**config.mk**
```make
export PLATFORM = sky130hd
export DESIGN_NAME = decreasing_fit_bin_packer
export DESIGN_NICKNAME = d
export VERILOG_FILES = /design/src/hw/rtl/dfbp_pkg.sv /design/src/hw/rtl/dfbp_cell.sv /design/src/hw/rtl/decreasing_fit_bin_packer.sv
export SDC_FILE = /design/constraint.sdc
export NUM_CORES = 1
export LEC_CHECK = 0
export BUFFER_PORTS_ARGS = -buffer_cell sky130_fd_sc_hd__buf_2
export CORE_MARGIN = 2
export CORE_UTILIZATION = 40
export CTS_CLUSTER_SIZE = 16
export DETAILED_ROUTE_END_ITERATION = 12
export PLACE_DENSITY = 0.6
export SLEW_MARGIN = 20
export SYNTH_ARGS = -nofsm -noshare
export SYNTH_HDL_FRONTEND = slang
export SYNTH_HIERARCHICAL = 1
export SYNTH_SLANG_ARGS = --single-unit
```
**constraint.sdc**
```tcl
create_clock -name aclk -period 5.3 [get_ports aclk]
set_input_delay 0.265 -clock aclk [delete_from_list [all_inputs] [get_ports aclk]]
set_output_delay 0.265 -clock aclk [all_outputs]
set_load 0.05 [all_outputs]
```
**src/hw/rtl/dfbp_pkg.sv**
```systemverilog
// Shared types and constants of the decreasing-fit bin packer.
package dfbp_pkg;

    localparam int DEFAULT_MAX_BINS = 8;

    localparam int UTIL_W    = 17;
    localparam int LOAD_W    = 17;
    localparam int SUM_W     = 18;
    localparam int BIN_IDX_W = 3;
    localparam int TDATA_W   = 24;
    localparam int CFG_IDX_W = 2;
    localparam int CFG_DATA_W = 4;
    localparam int POLICY_W  = 2;
    localparam int COUNT_W   = 4;
    localparam int CMP_W     = 8;

    localparam logic [LOAD_W-1:0] FULL_LOAD = 17'd65536;

    localparam logic [POLICY_W-1:0] POL_BEST  = 2'd0;
    localparam logic [POLICY_W-1:0] POL_WORST = 2'd1;

    localparam logic [CFG_IDX_W-1:0] CFG_FIT_POLICY  = 2'd0;
    localparam logic [CFG_IDX_W-1:0] CFG_BINS_IN_USE = 2'd1;

    localparam logic [POLICY_W-1:0] RST_FIT_POLICY  = 2'd0;
    localparam logic [COUNT_W-1:0]  RST_BINS_IN_USE = 4'd8;

    typedef struct packed {
        logic              valid;
        logic              found;
        logic [LOAD_W-1:0] sum;
    } scan_t;

    typedef struct packed {
        logic              valid;
        logic [LOAD_W-1:0] sum;
    } commit_t;

endpackage

```
**src/hw/rtl/dfbp_cell.sv**
```systemverilog
// One bin of the packer: holds its load and updates the scan token passing through.
module dfbp_cell #(
    parameter int MAX_BINS = dfbp_pkg::DEFAULT_MAX_BINS,
    parameter int CELL_IDX = 0,
    parameter int IDX_W    = 3
) (
    input  logic                           aclk,
    input  logic                           aresetn,
    input  logic                           clear,
    input  logic [dfbp_pkg::UTIL_W-1:0]    util,
    input  logic [dfbp_pkg::POLICY_W-1:0]  fit_policy,
    input  logic [dfbp_pkg::COUNT_W-1:0]   bins_in_use,
    input  dfbp_pkg::scan_t                scan_in,
    input  logic [IDX_W-1:0]               pick_in,
    output dfbp_pkg::scan_t                scan_out,
    output logic [IDX_W-1:0]               pick_out,
    input  dfbp_pkg::commit_t              commit,
    input  logic [IDX_W-1:0]               commit_pick
);
    import dfbp_pkg::*;

    localparam logic [IDX_W-1:0] MY_IDX = IDX_W'(CELL_IDX);
    localparam logic [CMP_W-1:0] MY_POS = CMP_W'(CELL_IDX);

    logic [LOAD_W-1:0] load_reg;
    logic              valid_reg;
    logic              found_reg;
    logic [LOAD_W-1:0] sum_reg;
    logic [IDX_W-1:0]  pick_reg;

    logic [SUM_W-1:0]  sum_full;
    logic              enabled;
    logic              fits;
    logic              take;

    assign enabled  = (MY_POS < CMP_W'(bins_in_use)) && (CELL_IDX < MAX_BINS);
    assign sum_full = {1'b0, load_reg} + {1'b0, util};
    assign fits     = enabled && (sum_full <= {1'b0, FULL_LOAD});

    always_comb begin
        take = 1'b0;
        if (fits) begin
            if (!scan_in.found) begin
                take = 1'b1;
            end else if (fit_policy == POL_BEST) begin
                take = sum_full > {1'b0, scan_in.sum};
            end else if (fit_policy == POL_WORST) begin
                take = sum_full < {1'b0, scan_in.sum};
            end
        end
    end

    always_ff @(posedge aclk) begin
        if (!aresetn) begin
            load_reg <= '0;
        end else if (clear) begin
            load_reg <= '0;
        end else if (commit.valid && (commit_pick == MY_IDX)) begin
            load_reg <= commit.sum;
        end
    end

    always_ff @(posedge aclk) begin
        if (!aresetn) begin
            valid_reg <= 1'b0;
        end else begin
            valid_reg <= scan_in.valid;
        end
    end

    always_ff @(posedge aclk) begin
        found_reg <= scan_in.found || take;
        sum_reg   <= take ? sum_full[LOAD_W-1:0] : scan_in.sum;
        pick_reg  <= take ? MY_IDX : pick_in;
    end

    assign scan_out.valid = valid_reg;
    assign scan_out.found = found_reg;
    assign scan_out.sum   = sum_reg;
    assign pick_out       = pick_reg;

endmodule

```
**src/hw/rtl/decreasing_fit_bin_packer.sv**
```systemverilog
// Top level of the decreasing-fit bin packer: control, configuration and result registers.
//
// Each accepted task produces exactly one result. The bin loads live in a row of MAX_BINS
// cells, and a scan token walks that row one cell per clock; the result is registered from
// the output of the last cell. Once the failure flag is set, a task that does not start a
// new set skips the scan, and its result is registered from the skip flag instead. One task
// is in flight at a time. The next one is accepted as soon as the previous result sits in
// the output register; a result that has to wait in the hold register stalls the input
// until it moves on. Configuration writes are accepted in every cycle and should be issued
// only while idle.
module decreasing_fit_bin_packer #(
    parameter int MAX_BINS = dfbp_pkg::DEFAULT_MAX_BINS
) (
    input  logic                            aclk,
    input  logic                            aresetn,
    input  logic                            s_tvalid,
    output logic                            s_tready,
    input  logic [dfbp_pkg::TDATA_W-1:0]    s_tdata,   // task_util
    input  logic                            s_tuser,   // start_new
    output logic                            m_tvalid,
    input  logic                            m_tready,
    output logic [dfbp_pkg::TDATA_W-1:0]    m_tdata,   // bin_index, new_load
    output logic                            m_tuser,   // failed
    input  logic                            cfg_valid,
    output logic                            cfg_ready,
    input  logic [dfbp_pkg::CFG_IDX_W-1:0]  cfg_index,
    input  logic [dfbp_pkg::CFG_DATA_W-1:0] cfg_data
);
    import dfbp_pkg::*;

    localparam int IDX_W = (MAX_BINS > 1) ? $clog2(MAX_BINS) : 1;

    logic [POLICY_W-1:0]  fit_policy_reg;
    logic [COUNT_W-1:0]   bins_in_use_reg;
    logic [UTIL_W-1:0]    util_reg;
    logic                 busy_reg;
    logic                 launch_reg;
    logic                 skip_reg;
    logic                 sticky_reg;

    logic                 out_valid_reg;
    logic [BIN_IDX_W-1:0] out_bin_reg;
    logic                 out_failed_reg;
    logic [LOAD_W-1:0]    out_load_reg;
    logic                 hold_valid_reg;
    logic [BIN_IDX_W-1:0] hold_bin_reg;
    logic                 hold_failed_reg;
    logic [LOAD_W-1:0]    hold_load_reg;

    scan_t                scan  [MAX_BINS+1];
    logic [IDX_W-1:0]     picks [MAX_BINS+1];
    commit_t              commit;

    logic                 in_xfer;
    logic                 clear;
    logic                 sticky_eff;
    logic                 done;
    logic                 res_failed;
    logic [BIN_IDX_W-1:0] res_bin;
    logic [LOAD_W-1:0]    res_load;
    logic                 out_free;

    assign s_tready   = !busy_reg && !hold_valid_reg;
    assign in_xfer    = s_tvalid && s_tready;
    assign clear      = in_xfer && s_tuser;
    assign sticky_eff = s_tuser ? 1'b0 : sticky_reg;
    assign cfg_ready  = 1'b1;

    always_ff @(posedge aclk) begin
        if (!aresetn) begin
            fit_policy_reg  <= RST_FIT_POLICY;
            bins_in_use_reg <= RST_BINS_IN_USE;
        end else if (cfg_valid && cfg_ready) begin
            if (cfg_index == CFG_FIT_POLICY) begin
                fit_policy_reg <= cfg_data[POLICY_W-1:0];
            end else if (cfg_index == CFG_BINS_IN_USE) begin
                bins_in_use_reg <= cfg_data[COUNT_W-1:0];
            end
        end
    end

    assign scan[0].valid = launch_reg;
    assign scan[0].found = 1'b0;
    assign scan[0].sum   = '0;
    assign picks[0]      = '0;

    for (genvar g = 0; g < MAX_BINS; g++) begin : g_cell
        dfbp_cell #(
            .MAX_BINS (MAX_BINS),
            .CELL_IDX (g),
            .IDX_W    (IDX_W)
        ) u_cell (
            .aclk        (aclk),
            .aresetn     (aresetn),
            .clear       (clear),
            .util        (util_reg),
            .fit_policy  (fit_policy_reg),
            .bins_in_use (bins_in_use_reg),
            .scan_in     (scan[g]),
            .pick_in     (picks[g]),
            .scan_out    (scan[g+1]),
            .pick_out    (picks[g+1]),
            .commit      (commit),
            .commit_pick (picks[MAX_BINS])
        );
    end

    assign commit.valid = scan[MAX_BINS].valid && scan[MAX_BINS].found;
    assign commit.sum   = scan[MAX_BINS].sum;

    assign done       = skip_reg || scan[MAX_BINS].valid;
    assign res_failed = skip_reg || !scan[MAX_BINS].found;
    assign res_bin    = res_failed ? '0 : BIN_IDX_W'(picks[MAX_BINS]);
    assign res_load   = res_failed ? '0 : scan[MAX_BINS].sum;

    always_ff @(posedge aclk) begin
        if (!aresetn) begin
            busy_reg   <= 1'b0;
            launch_reg <= 1'b0;
            skip_reg   <= 1'b0;
            sticky_reg <= 1'b0;
        end else begin
            launch_reg <= in_xfer && !sticky_eff;
            skip_reg   <= in_xfer && sticky_eff;
            if (in_xfer) begin
                busy_reg   <= 1'b1;
                sticky_reg <= sticky_eff;
            end else if (done) begin
                busy_reg <= 1'b0;
                if (res_failed) begin
                    sticky_reg <= 1'b1;
                end
            end
        end
    end

    always_ff @(posedge aclk) begin
        if (in_xfer) begin
            util_reg <= s_tdata[UTIL_W-1:0];
        end
    end

    assign out_free = !out_valid_reg || m_tready;

    always_ff @(posedge aclk) begin
        if (!aresetn) begin
            out_valid_reg  <= 1'b0;
            hold_valid_reg <= 1'b0;
        end else begin
            if (done) begin
                if (out_free) begin
                    out_valid_reg <= 1'b1;
                end else begin
                    hold_valid_reg <= 1'b1;
                end
            end else if (m_tready) begin
                out_valid_reg  <= hold_valid_reg;
                hold_valid_reg <= 1'b0;
            end
        end
    end

    always_ff @(posedge aclk) begin
        if (done) begin
            if (out_free) begin
                out_bin_reg    <= res_bin;
                out_failed_reg <= res_failed;
                out_load_reg   <= res_load;
            end else begin
                hold_bin_reg    <= res_bin;
                hold_failed_reg <= res_failed;
                hold_load_reg   <= res_load;
            end
        end else if (m_tready && hold_valid_reg) begin
            out_bin_reg    <= hold_bin_reg;
            out_failed_reg <= hold_failed_reg;
            out_load_reg   <= hold_load_reg;
        end
    end

    assign m_tvalid = out_valid_reg;
    assign m_tuser  = out_failed_reg;
    assign m_tdata  = {{(TDATA_W - LOAD_W - BIN_IDX_W){1'b0}}, out_load_reg, out_bin_reg};

endmodule

```
## After elaboration in Yosys (flattened, before gate mapping)

Cells that the tools add are included.

- Bits in registers: 376
- Input port bits: 36
- Output and inout port bits: 28
- Logic and storage cells: 218

- Add/sub/neg operators: 8
- $lt $le $gt $ge: 30
- Equal/unequal tests: 11
- Muxes and demuxes: 59
- Bitwise gates (word level): 3
- Reductions and logical operators: 53

Operators by type and width:

| cell | count |
|---|---|
| $mux 17 | 11 |
| $add 17x17->18 | 8 |
| $le 18x17->1 const B | 8 |
| $gt 18x17->1 | 7 |
| $lt 18x17->1 | 7 |
| $mux 1 | 44 |
| $logic_and 1x1->1 | 23 |
| $lt 3x4->1 const A | 4 |
| $eq 3x3->1 const B | 4 |
| $mux 3 | 4 |
| $reduce_and 2->1 | 6 |
| $logic_or 1x1->1 | 10 |
| $lt 1x4->1 const A | 2 |
| $lt 2x4->1 const A | 2 |
| $reduce_bool 2->1 | 4 |
| $eq 3x2->1 const B | 2 |
| $logic_not 1->1 | 5 |
| $eq 2x1->1 const B | 2 |
| $logic_not 2->1 | 2 |
| $eq 3x1->1 const B | 1 |
| $logic_not 3->1 | 1 |
| $not 1->1 | 3 |
| $reduce_and 3->1 | 1 |
| $ne 2x1->1 const B | 1 |
| 2 further kinds | 2 |

## Logic depth before layout (Yosys ltp)

- Word-level depth: 7
- Gate-level depth with buffers: 22
- Depth with buffers taken out: 21

## Modules after synthesis

The synthesis kept the hierarchy.

Modules (own cells, without submodules):

| module | instances | cells each | area an instance (um2) |
|---|---|---|---|
| dfbp_cell (g_cell[2].u_cell) | 1 | 399 | 3160.5 |
| dfbp_cell (g_cell[4].u_cell) | 1 | 356 | 2940.3 |
| dfbp_cell (g_cell[5].u_cell) | 1 | 339 | 2840.2 |
| dfbp_cell (g_cell[0].u_cell) | 1 | 365 | 2836.5 |
| decreasing_fit_bin_packer | 1 | 208 | 2831.5 |
| dfbp_cell (g_cell[7].u_cell) | 1 | 325 | 2755.1 |
| dfbp_cell (g_cell[1].u_cell) | 1 | 328 | 2752.6 |
| dfbp_cell (g_cell[3].u_cell) | 1 | 330 | 2701.3 |
| dfbp_cell (g_cell[6].u_cell) | 1 | 336 | 2668.8 |

## Worst setup path before layout

Ideal clock, no wire load.

- Path kind: reg2reg
- From: reg util_reg[1]
- To: reg g_cell[4].u_cell.sum_reg[0]
- Setup time: 0.121 ns
- Arrival time: 4.926 ns
- Data required time: 5.179 ns
- Slack: 0.254 ns
- Stages on the path, launching flop included: 19
- Buffers on the path: 0
- Path through: edfxtp_1 > inv_1 > fa_1 > nand2b_1 > a21oi_2 > o211ai_1 > a21oi_1 > nor3_1 > a311oi_1 > inv_1 > ha_1 > and3_1 > a221o_1 > a31oi_1 > o21ai_0 > a221oi_1 > a31oi_1 > o21ai_4 > mux2_2

- Word-level cells in the longest chain between the ends: 7
- Elaborated cells on any way between the ends: 10

RTL lines:

| element | RTL line | RTL |
|---|---|---|
| start, declared | decreasing_fit_bin_packer.sv:35 | `logic [UTIL_W-1:0] util_reg;` |
| start signal, assigned | decreasing_fit_bin_packer.sv:139 | `util_reg <= s_tdata[UTIL_W-1:0];` |
| $add 17x17->18 (*) | dfbp_cell.sv:37 | `assign sum_full = {1'b0, load_reg} + {1'b0, util};` |
| $lt 18x17->1 | dfbp_cell.sv:48 | `take = sum_full < {1'b0, scan_in.sum};` |
| $mux 1 | dfbp_cell.sv:47 | `end else if (fit_policy == POL_WORST) begin` |
| $mux 1 | dfbp_cell.sv:45 | `end else if (fit_policy == POL_BEST) begin` |
| $mux 1 | dfbp_cell.sv:43 | `if (!scan_in.found) begin` |
| $mux 1 (*) | dfbp_cell.sv:42 | `if (fits) begin` |
| $mux 17 (*) | dfbp_cell.sv:73 | `sum_reg <= take ? sum_full[LOAD_W-1:0] : scan_in.sum;` |
| end signal, assigned | dfbp_cell.sv:73 |  |
| end, declared | dfbp_cell.sv:28 | `logic [LOAD_W-1:0] sum_reg;` |

Mark *: on every way between the ends. The rest lies on a longest branch, timed or not.
A chain may end at the register's enable or synchronous reset.

## Worst setup path in the final report

- From: reg util_reg[7]
- To: reg g_cell[4].u_cell.sum_reg[3]

Same word-level chain as after synthesis.

==> qor.tcl <==
set qor(status) {finished with violations}
set qor(violations) {max-slew violations}
set qor(syn_area_per_cell_sq_um) 8.54
set qor(multi_input_area_sq_um) 16000
set qor(grt_usage) 0.249
set qor(vias) 22700
set qor(cells_traversed_along_the_worst_timing_path) {buf_4 -> ha_1 -> a2111o_1 -> o211ai_1 -> a21oi_2 -> a311oi_2 -> inv_1 -> ha_1 -> and3_1 -> a221o_1 -> a31oi_2 -> o21ai_0 -> a221oi_2 -> a31oi_2 -> o21ai_2 -> mux2_2}
set qor(max_clock_freq_mhz) 197
set qor(clock_sinks) 383
set qor(drc) 0
set qor(post-route-util) 0.460
set qor(synthesis.area_sq_um) 25500
set qor(cts.htree.levels) 2
set qor(first_pass_grt_wire_length_um) 127000
set qor(pin_count_of_the_biggest_net_entering_global_routing) 43
set qor(area_enclosed_by_the_die_boundary_sq_um) 65800
set qor(finClkSkew_ns) 0.0258
set qor(die_width_um) 256
set qor(area_delta_synth_final_pct) 13.8
set qor(netlist_instances) 2986
set qor(cts.path.max_buffers) 3
set qor(worst_path_max_delay_cell) {edfxtp_1}
set qor(dpl.cell_count) 3874
set qor(endpoint_kind) {register}
set qor(dpl_cell_area_sq_um) 26900
set qor(synth.yosys.seq_area_share) 0.324
set qor(critical_path_buf_inv_count) 2
set qor(port-buffer-count) 51
set qor(critical_path_peak_fanout) 7
set qor(crit_arrival_ns) 5.53
set qor(globalRoute.totalOverflow) 0
set qor(async_reset_ff_frac) 0
set qor(grt_antenna_before_repair) 8
set qor(die_height_um) 256
set qor(floorplan.io_pins) 64
set qor(post_synth_num_cell_types) 117
set qor(layout.area.seq_sq_um) 8260
set qor(slew_headroom) -0.649
set qor(power.static_leakage_nw) 12.2
set qor(slew_viol_final) 20
set qor(initial_utilization) 0.404
set qor(core_area_sq_um) 63100
set qor(drt_pass1_iterations) 6
set qor(postLayoutCellArea_sq_um) 29000
set qor(setup_tns_ns) 0
set qor(final.period_utilization) 0.956
set qor(critPathTopFamily) {compound AO/OA/AOI/OAI gates}
set qor(tritoncts.num_buffers) 45
set qor(synth_edf_count) 59
set qor(finalHoldViolations) 0
set qor(share_of_layout_cells_above_drive_strength_1) 0.120
set qor(insertion_delay_ns) 0.60
set qor(total_power_mw) 9.35
set qor(placement_rows) 92
set qor(worst_setup_path_start_kind) {register}
set qor(synth_seq_cells) 383
set qor(yosys_warnings) 6
set qor(period_minus_slack_ns) 5.07
set qor(p_per_area_nw_per_um2) 322
set qor(tightestPinTransition_ns) 2.46
set qor(clk_pin_slew_worst_paths_ns) 0.06
set qor(via_count_of_the_first_global_routing_pass) 21400
set qor(cp_slowest_stage_delay_ns) 0.53
set qor(place_congestion) 0.932
set qor(vdd.ir_drop.worst_mv) 0.227
set qor(routed_wl_um) 84300
set qor(yosys_most_used_dff) {dfxtp_1}
set qor(nNetsFinal) 3438
set qor(min_path_type) {in2reg}
set qor(fillers) 6203
set qor(vias_per_cell) 5.67
set qor(detail_route.iter0.violations) 2015
set qor(cap_violations) 0
set qor(required_ns) 5.77
set qor(wire_per_inst_um) 21.1
set qor(ctsRootBufferMaster) {clkbuf_16}
set qor(final_cell_count_no_fill) 4004
set qor(timing.setup.critical_path_class) {reg2reg}
set qor(timing.final.setup_violations) 0
set qor(postRouteAntennaNets) 0
set qor(hpwl_after_detailed_placement_um) 63100
set qor(tritoncts) {done}
-- metal layers --
| metal | vias up | global-route usage | share of wire |
|---|---|---|---|
| met3 | 158 | 0.0292 | 0.054 |
| met5 | - | 0 | 0.00027 |
| li1 | 11000 | - | - |
| met4 | 4 | 0.0961 | 0.038 |
| met1 | 10900 | 0.348 | 0.47 |
| met2 | 686 | 0.392 | 0.44 |
-- worst register-to-register path, stage by stage, from the launching register on --
cell and delay, ns:
edfxtp_1 0.53, buf_4 0.21, ha_1 0.36, a2111o_1 0.46
o211ai_1 0.38, a21oi_2 0.14, a311oi_2 0.35, inv_1 0.09
ha_1 0.32, and3_1 0.23, a221o_1 0.32, a31oi_2 0.21
o21ai_0 0.16, a221oi_2 0.34, a31oi_2 0.22, o21ai_2 0.24
mux2_2 0.39
-- cell type report --
class,instances,share of cell area
multi-input combinational,2297,0.551
sequential,383,0.285
timing repair buffer,171,0.0437
clock buffer,57,0.0429
tap,846,0.0365
inverter,224,0.0290
clock inverter,25,0.0119
antenna,1,0.0000863
-- Yosys cell counts, types with 42 or more instances --
cell	number	area (sq um)
and2_1	42	263
nand3_1	81	405
a21oi_1	293	1470
clkbuf_1	65	244
nand2_1	419	1570
mux2_2	43	484
dfxtp_1	324	6490
ha_1	272	3400
a211oi_1	42	315
xnor2_1	52	455
nand2b_1	79	494
inv_1	223	837
nor2_1	121	454
o21ai_0	108	541
edfxtp_1	59	1770
a21o_1	43	323
-- metrics by stage --
stage | hold slack (ns) | setup WS [ns]
after detailed placement | 0.399 | 0.0894
after floorplan | 0.327 | 0.254
final | 0.0334 | 0.235
after global placement | 0.401 | 0.196
after global routing | 0.0700 | -0.0775
after CTS | 0.0121 | 0.0668
-- what timing repair did --
action,CTS,global route
gates resized for setup,0,16
hold buffers,23,0
buffers inserted,0,23
endpoints found under the setup margin,0,88
hold endpoints to repair,26,0
-- placed cells by master (no fill, tap or decap), types with 18 or more instances in the layout --
cell type      instances
nand2_1              419
dfxtp_1              323
a21oi_1              291
ha_1                 272
inv_1                223
nor2_1               121
o21ai_0              105
buf_4                 92
nand3_1               81
nand2b_1              79
edfxtp_1              59
xnor2_1               52
buf_2                 51
clkbuf_16             46
mux2_2                43
a21o_1                43
and2_1                42
conb_1                41
a211oi_1              41
nand4_1               39
xor2_1                35
o22ai_1               34
nor3_1                33
o21a_1                29
o211ai_1              26
or3_1                 23
dlygate4sd3_1         23
and3_1                22
mux2i_1               19
nor2b_1               18
or4_1                 18
-- power breakdown --
| part | total [mW] | internal (mW) | switching, mW |
|---|---|---|---|
| Combinational | 1.98 | 0.876 | 1.10 |
| Sequential | 4.03 | 3.33 | 0.698 |
| Clock | 3.34 | 2.02 | 1.33 |
| Total | 9.35 | 6.22 | 3.13 |
-- path summary, 6_finish.rpt --
check | to | cells after the start | start | slack, ns
hold reg to reg | g_cell[4].u_cell/pick_out[2] | 1 | g_cell[3].u_cell/pick_out[2] | 0.41
hold / removal | fit_policy_reg[0] | 4 | cfg_index[1] | 0.03
setup / recovery | g_cell[4].u_cell/sum_reg[3] | 16 | util_reg[7] | 0.23
setup reg to reg | g_cell[4].u_cell/sum_reg[3] | 16 | util_reg[7] | 0.23
-- kinds of logic (layout without fill, tap and decap cells) --
logic type      count (synthesis)  after routing  synth area share
compound gates                808            809             0.212
xor+xnor                       87             87            0.0299
fa+ha+maj                     280            280             0.140
buf+inv                       346            477            0.0581
flops                         383            383             0.324
mux                            84             84            0.0385
other cells                     2             42          0.000295
simple gates                  996            996             0.198
Power figures use the tool's default switching activity.
